File: config.mk
export PLATFORM = sky130hd
export DESIGN_NAME = ktfe_cell
export DESIGN_NICKNAME = d
export VERILOG_FILES = /design/src/rtl/ktfe_pkg.sv /design/src/rtl/ktfe_cell.sv
export SDC_FILE = /design/constraint.sdc
export NUM_CORES = 1
export LEC_CHECK = 0
export ABC_AREA = 1
export BUFFER_PORTS_ARGS = -buffer_cell sky130_fd_sc_hd__buf_2
export CORE_AREA = 2 2 185 187
export DETAILED_ROUTE_END_ITERATION = 6
export DIE_AREA = 0 0 187 189
export SYNTH_ARGS = -nofsm -noshare
export SYNTH_HDL_FRONTEND = slang
export SYNTH_SLANG_ARGS = --single-unit
File: constraint.sdc
create_clock -name clock -period 6.75 [get_ports clock]
set_input_delay 1.0125 -clock clock [delete_from_list [all_inputs] [get_ports clock]]
set_output_delay 1.0125 -clock clock [all_outputs]
set_load 0.05 [all_outputs]
File: src/rtl/ktfe_pkg.sv
`timescale 1ns / 1ps

package ktfe_pkg;

   localparam int KEY_WIDTH   = 48;
   localparam int FIELD_WIDTH = 64;

   typedef enum logic [1:0] {
      KIND_UPDATE = 2'd0,
      KIND_QUERY  = 2'd1,
      KIND_CLEAR  = 2'd2
   } ktfe_kind_type;

   typedef enum logic {
      STATUS_OK        = 1'b0,
      STATUS_NOT_FOUND = 1'b1
   } ktfe_status_type;

   typedef enum logic [1:0] {
      ST_IDLE,
      ST_SEARCH,
      ST_INSERT,
      ST_FINISH
   } ktfe_state_type;

   typedef struct packed {
      logic [1:0]             kind;
      logic [KEY_WIDTH-1:0]   device_address;
      logic [FIELD_WIDTH-1:0] payload_in;
   } ktfe_req_type;

   typedef struct packed {
      logic                   status;
      logic [FIELD_WIDTH-1:0] payload_out;
   } ktfe_rsp_type;

   // Lookup token that walks the cell chain, one cell per cycle
   typedef struct packed {
      logic act;
      logic hit;
   } ktfe_tok_type;

   // Control broadcast to every cell
   typedef struct packed {
      logic                 is_update;
      logic                 shift;
      logic [KEY_WIDTH-1:0] key;
   } ktfe_bcast_type;

endpackage

File: src/rtl/ktfe_cell.sv
`timescale 1ns / 1ps

module ktfe_cell #(
   parameter int PAYLOAD_WIDTH = 64
) (
   input  logic                              clock,
   input  logic                              reset,
   input  ktfe_pkg::ktfe_bcast_type          bcast,
   input  logic [PAYLOAD_WIDTH-1:0]          wr_data,
   input  logic                              used,
   input  ktfe_pkg::ktfe_tok_type            tok_i,
   input  logic [PAYLOAD_WIDTH-1:0]          tok_data_i,
   output ktfe_pkg::ktfe_tok_type            tok_o,
   output logic [PAYLOAD_WIDTH-1:0]          tok_data_o,
   input  logic [ktfe_pkg::KEY_WIDTH-1:0]    prev_key,
   input  logic [PAYLOAD_WIDTH-1:0]          prev_data,
   output logic [ktfe_pkg::KEY_WIDTH-1:0]    ent_key,
   output logic [PAYLOAD_WIDTH-1:0]          ent_data
);

   logic [ktfe_pkg::KEY_WIDTH-1:0] key_ff, key_in;
   logic [PAYLOAD_WIDTH-1:0]       data_ff, data_in;
   ktfe_pkg::ktfe_tok_type         tok_ff, tok_in;
   logic [PAYLOAD_WIDTH-1:0]       tok_data_ff, tok_data_in;
   logic                           match;

   assign match = tok_i.act && used && (key_ff == bcast.key);

   always_comb begin
      tok_in.act  = tok_i.act;
      tok_in.hit  = tok_i.hit | match;
      tok_data_in = match ? data_ff : tok_data_i;
      key_in      = key_ff;
      data_in     = data_ff;
      // shift inserts a new entry at the head, aging every entry by one place
      if (bcast.shift) begin
         key_in  = prev_key;
         data_in = prev_data;
      end else if (match && bcast.is_update) begin
         data_in = wr_data;
      end
   end

   always_ff @(posedge clock) begin
      if (reset) begin
         tok_ff.act <= 1'b0;
      end else begin
         tok_ff.act <= tok_in.act;
      end
      tok_ff.hit  <= tok_in.hit;
      tok_data_ff <= tok_data_in;
      key_ff      <= key_in;
      data_ff     <= data_in;
   end

   assign tok_o      = tok_ff;
   assign tok_data_o = tok_data_ff;
   assign ent_key    = key_ff;
   assign ent_data   = data_ff;

endmodule

==> results.json, run 1 <==
{
  "p_leak_nw": 5.63,
  "postCtsHoldBufs": 0,
  "syn_inst": 829,
  "dp_cells": 1718,
  "grt_pass1_vias": 6826,
  "grt_pass1_wl_um": 40200,
  "route.met2.wl_um": 13200,
  "crit_fanout": 64,
  "start_kind": "input port",
  "synth.avg_cell_area_um2": 8.88,
  "clockPowerShare_pct": 33.8,
  "synth_area_um2": 7360,
  "clockRootBuffer": "clkbuf_16",
  "drt-total-wl_um": 27200,
  "status": "finished, final reports clean",
  "peakVddDrop_uv": 165,
  "max_freq_ghz": 0.290,
  "power_frac_seq_pct": 45.5,
  "top_layer_used": "met4",
  "setup_tns_ps": 0,
  "synthTopCellsByCount": "425 x nand2_1, 112 x edfxtp_1, 67 x inv_1",
  "io_pins": 473,
  "p_int_mw": 1.89,
  "clock_latency_ps": 440,
  "timing.hold.ws_ps": 496,
  "overflow": 0,
  "synthToLayoutAreaGrowth_pct": 45.2,
  "ys_types": 19,
  "r2r_start": "ent_key[21]$_DFFE_PP_",
  "ys_ff_latch": 178,
  "async_flop_share_pct": 0,
  "grtUsageTotal_pct": 15.1,
  "startpoint": "bcast[12]",
  "cp.required_ps": 6810,
  "die_area_um2": 35300,
  "path_class": "input port to register",
  "cts_tree": "built",
  "cts_setup_buffers": 0,
  "drt-met1-wl_um": 10900,
  "p_sw_uw": 955,
  "setup_viol": 0,
  "yosys.area.top_type": "edfxtp_1",
  "die_w_um": 187,
  "p_total_mw": 2.85,
  "hold_class": "register to register",
  "syn-num-nets": 1124,
  "ant_nets": 0,
  "via_per_inst": 4.05,
  "wl_per_cell_um": 15.5,
  "coreArea_um2": 33300,
  "h-tree-depth": 4,
  "nNetsFinal": 1584,
  "hpwl_um": 21500,
  "drive_above_1_share_pct": 39.5,
  "stdcell_count": 1751,
  "p_per_area_nw_per_um2": 266,
  "rsz0062_at_grt": "false",
  "endpoint_kind": "register",
  "cts_max_path_buffers": 2,
  "fp.dieH_um": 189,
  "final.setup_skew_ps": 12.8,
  "initialDrtViolationCount": 365,
  "antenna_found_initial": 1,
  "slew_headroom_pct": 22.8,
  "start_util_pct": 22.1,
  "vias": 7087,
  "portBuffers": 472,
  "clkTransAtPathRegs_ps": 80,
  "yosysSeqAreaShare_pct": 63.6,
  "cap_viol_max_count": 0,
  "route.detailed.drc": 0,
  "dp_slack_ps": 2800,
  "gp_congestion": 0.957,
  "fp-row-count": 67,
  "first_pass_iters": 5,
  "netSwitchingFraction_pct": 33.6,
  "tightest_slew_ps": 1160,
  "cts_num_sinks": 178,
  "setup_ws_ps": 3300,
  "hold_viol_final": 0,
  "yosysWarnings": 0,
  "synth_ff_type": "edfxtp_1",
  "grt_max_degree": 66,
  "arrival_ps": 3510,
  "synth_area_leaders": "edfxtp_1 46%, nand2_1 22%, dfxtp_1 18%, nand3_1 4.5%, inv_1 3.4%",
  "finalCritPeriodShare_pct": 51.1,
  "fin_crit_ps": 3450,
  "synth.top_cell.area_share_pct": 45.7,
  "drv_slew": 0,
  "cts_resized": 0,
  "synth_most_common_cell": "nand2_1",
  "p_comb_share_pct": 20.7,
  "hp-start": "ent_data[36]$_DFFE_PP_",
  "dr_wl_met3_um": 2220,
  "cts_made_buffers": 17,
  "synth_edf_count": 112
}
## kinds of logic after synthesis
logic type,share of synthesized area (%)
and+or+nand+nor,28.2
DFF,63.6
xor gates and xnor gates,0.951
AOI/OAI and AO/OA,0.815
buffers and inverters,6.42
## critical path, stage by stage
cell	delay, ps
buf_2	100
xnor2_1	150
nand2_1	120
nor2_1	110
nand3_1	190
nor2_4	770
nand3_1	250
nand2_4	690
## placed cells by master (no fill, tap or decap), types with 2 or more instances in the layout
cell type	netlist	routed
buf_2	3	471
buf_4	12	5
clkbuf_16	0	17
clkinv_4	0	5
dfxtp_1	66	66
edfxtp_1	112	112
inv_1	67	66
inv_2	1	2
inv_6	0	3
inv_8	0	4
nand2_1	425	423
nand3_1	66	66
nand4_1	2	2
nor2_1	32	32
nor2_4	0	2
o21ai_0	7	7
o21ai_1	5	5
xnor2_1	7	7
## through the flow
stage / instance area [µm²] / utilization (%)
3_3_place_gp: 10100 / 30.4
4_1_cts: 10700 / 32.1
2_1_floorplan: 7360 / -
5_1_grt: 10700 / 32.1
6_report: 10700 / 32.1
3_5_place_dp: 10100 / 30.4
## per-layer routing
layer | track usage [%] | vias to the layer above
met2 | 25.3 | 332
li1 | - | 3517
met5 | 0 | -
met3 | 4.56 | 35
met4 | 6.35 | 0
met1 | 18.1 | 3203
## flip-flops by register name, summed over array words and instances, names as in the netlist
register    cells
ent_data       64
tok_data_o     64
ent_key        48
tok_o           2
## final timing paths
path	end	slack (ps)	cells after the start
worst min register to register	tok_data_o[36]$_DFF_P_	500	2
worst min-delay path	tok_data_o[36]$_DFF_P_	500	2
worst max register to register	ent_data[13]$_DFFE_PP_	3540	7
worst max-delay path	ent_data[13]$_DFFE_PP_	3300	8
## cell type report
class                           count  area (µm²)
Fill cell                        3588       22600
Clock buffer                       17         425
Antenna cell                        1        2.50
Sequential cell                   178        4680
Inverter                           68         255
Tap cell                          448         561
Clock inverter                     15         143
Timing Repair Buffer              476        2390
Multi-Input combinational cell    548        2230
## power by group through the flow
stage | clock [mW] | combinational [mW] | sequential (mW)
5_1_grt | 1.05 | 0.627 | 1.30
2_1_floorplan | 0 | 0.0954 | 1.59
3_5_place_dp | 0 | 0.594 | 1.32
4_1_cts | 0.997 | 0.595 | 1.29
6_report | 0.962 | 0.589 | 1.29
3_3_place_gp | 0 | 0.591 | 1.32
(Power assumes the default switching activity.)
==> run 2, diff against run 1 <==
==> constraint.sdc (replaced) <==
create_clock -name clock -period 3.4 [get_ports clock]
set_input_delay 0.51 -clock clock [delete_from_list [all_inputs] [get_ports clock]]
set_output_delay 0.51 -clock clock [all_outputs]
set_load 0.05 [all_outputs]
==> run 2 against run 1 <==
Effect of this change: routed wire length up 1.5%; critical path depth is 3 higher; power grew 100%; worst setup slack got worse by 2300 ps; clock skew down 1.7 ps; non-clock buffer count is 7 higher; flip-flop and latch count unchanged; combinational power is 100% higher; worst hold slack worse by 260 ps; clock-buffer cell count unchanged.
==> results.json, run 2 (same netlist as run 1, synthesis figures left out) <==
{
  "synthToLayoutAreaGrowth_pct": 46.4,
  "layout_commonest_cell": "buf_2",
  "endpoint_kind": "register",
  "max_freq_ghz": 0.414,
  "cts_setup_buffers": 0,
  "setup_viol": 0,
  "die_area_um2": 35300,
  "drv_slew": 0,
  "first_pass_iters": 5,
  "drive_above_1_share_pct": 39.9,
  "r2r_slack_ps": 980,
  "grt_max_degree": 65,
  "tightest_slew_ps": 730,
  "rsz0062_at_grt": "false",
  "status": "finished, final reports clean",
  "hold_class": "input port to register",
  "p_per_area_nw_per_um2": 535,
  "setup_tns_ps": 0,
  "clock_latency_ps": 440,
  "h-tree-depth": 4,
  "die_w_um": 187,
  "drt-total-wl_um": 27600,
  "cp.required_ps": 3780,
  "crit_fanout": 34,
  "vias": 7218,
  "initialDrtViolationCount": 319,
  "grt_pass1_vias": 7084,
  "fp-row-count": 67,
  "clockRootBuffer": "clkbuf_16",
  "arrival_ps": 2800,
  "route.detailed.drc": 0,
  "cts_num_sinks": 178,
  "cap_viol_max_count": 0,
  "start_util_pct": 22.1,
  "nNetsFinal": 1591,
  "wl_per_cell_um": 15.7,
  "postCtsHoldBufs": 0,
  "grt_pass1_wl_um": 40600,
  "coreArea_um2": 33300,
  "final_cell_mix": "471 x buf_2, 423 x nand2_1, 112 x edfxtp_1",
  "cts_resized": 0,
  "io_pins": 473,
  "clkTransAtPathRegs_ps": 70,
  "grtUsageTotal_pct": 15.3,
  "path_class": "register to register",
  "antenna_found_initial": 0,
  "slew_headroom_pct": 51.4,
  "peakVddDrop_uv": 326,
  "cts_made_buffers": 17,
  "cts_max_path_buffers": 2,
  "portBuffers": 472,
  "cts_tree": "built",
  "diodes": 0,
  "ant_nets": 0,
  "start_kind": "register",
  "fin_crit_ps": 2420,
  "overflow": 0,
  "hold_viol_final": 0,
  "via_per_inst": 4.11,
  "final.setup_skew_ps": 11.1,
  "fin_util_pct": 32.4,
  "hpwl_um": 22000,
  "finalCritPeriodShare_pct": 71.1,
  "gp_congestion": 0.972,
  "fp.dieH_um": 189,
  "p_leak_nw": 5.67
}
[run 2: cell types whose count changed in the layout (fill, tap and decap cells not counted), moves of 2 or more]
cell        delta
buf_4          +6
clkinv_4       -4
clkinvlp_4     +3
bufinv_16      +2
inv_6          +2
inv_8          -2
[run 2: stage by stage]
stage	worst slack (ps)	cells	power, mW	hold slack, ps	area (µm²)
after global routing	818	1757	6.01	208	10800
after CTS	964	1757	5.84	196	10800
final	983	1757	5.77	231	10800
after floorplan	580	829	3.35	581	7370
after detailed placement	785	1725	3.80	486	10200
after global placement	750	1725	3.79	478	10200
[run 2: routing by layer]
| metal | wire, µm | GRT usage (%) | vias up |
|---|---|---|---|
| met1 | 11200 | 17.7 | 3337 |
| li1 | - | - | 3531 |
| met3 | 1830 | 3.71 | 27 |
| met5 | 0 | 0 | - |
| met2 | 13900 | 27.4 | 323 |
| met4 | 606 | 5.53 | 0 |
[run 2: power breakdown]
part	internal [mW]	switching, mW
sequential	2.48	0.0956
combinational	0.309	0.866
clock	1.10	0.915
[run 2: final timing paths]
check,startpoint,depth (start not counted),to
hold / removal,reset,2,tok_o[1]$_SDFF_PP0_
setup / recovery,ent_key[3]$_DFFE_PP_,11,tok_data_o[5]$_DFF_P_
hold reg to reg,ent_data[37]$_DFFE_PP_,2,tok_data_o[37]$_DFF_P_
setup reg to reg,ent_key[3]$_DFFE_PP_,11,tok_data_o[5]$_DFF_P_
[run 2: cell type report]
cell class,instances,area (µm²)
Fill cell,3535,22500
Clock buffer,17,425
Inverter,68,255
Sequential cell,178,4680
Timing Repair Buffer,483,2460
Multi-Input combinational cell,548,2230
Tap cell,448,561
Clock inverter,15,170
[run 2: worst max-delay path: stages, from the launching register on]
cell,delay (ps)
edfxtp_1,420
nand2_1,90
nand2_1,50
nor2_1,130
nand2_1,90
nor2_1,240
nand2_1,130
nor2_4,110
buf_4,350
buf_4,420
nand3_1,160
nand2_1,100
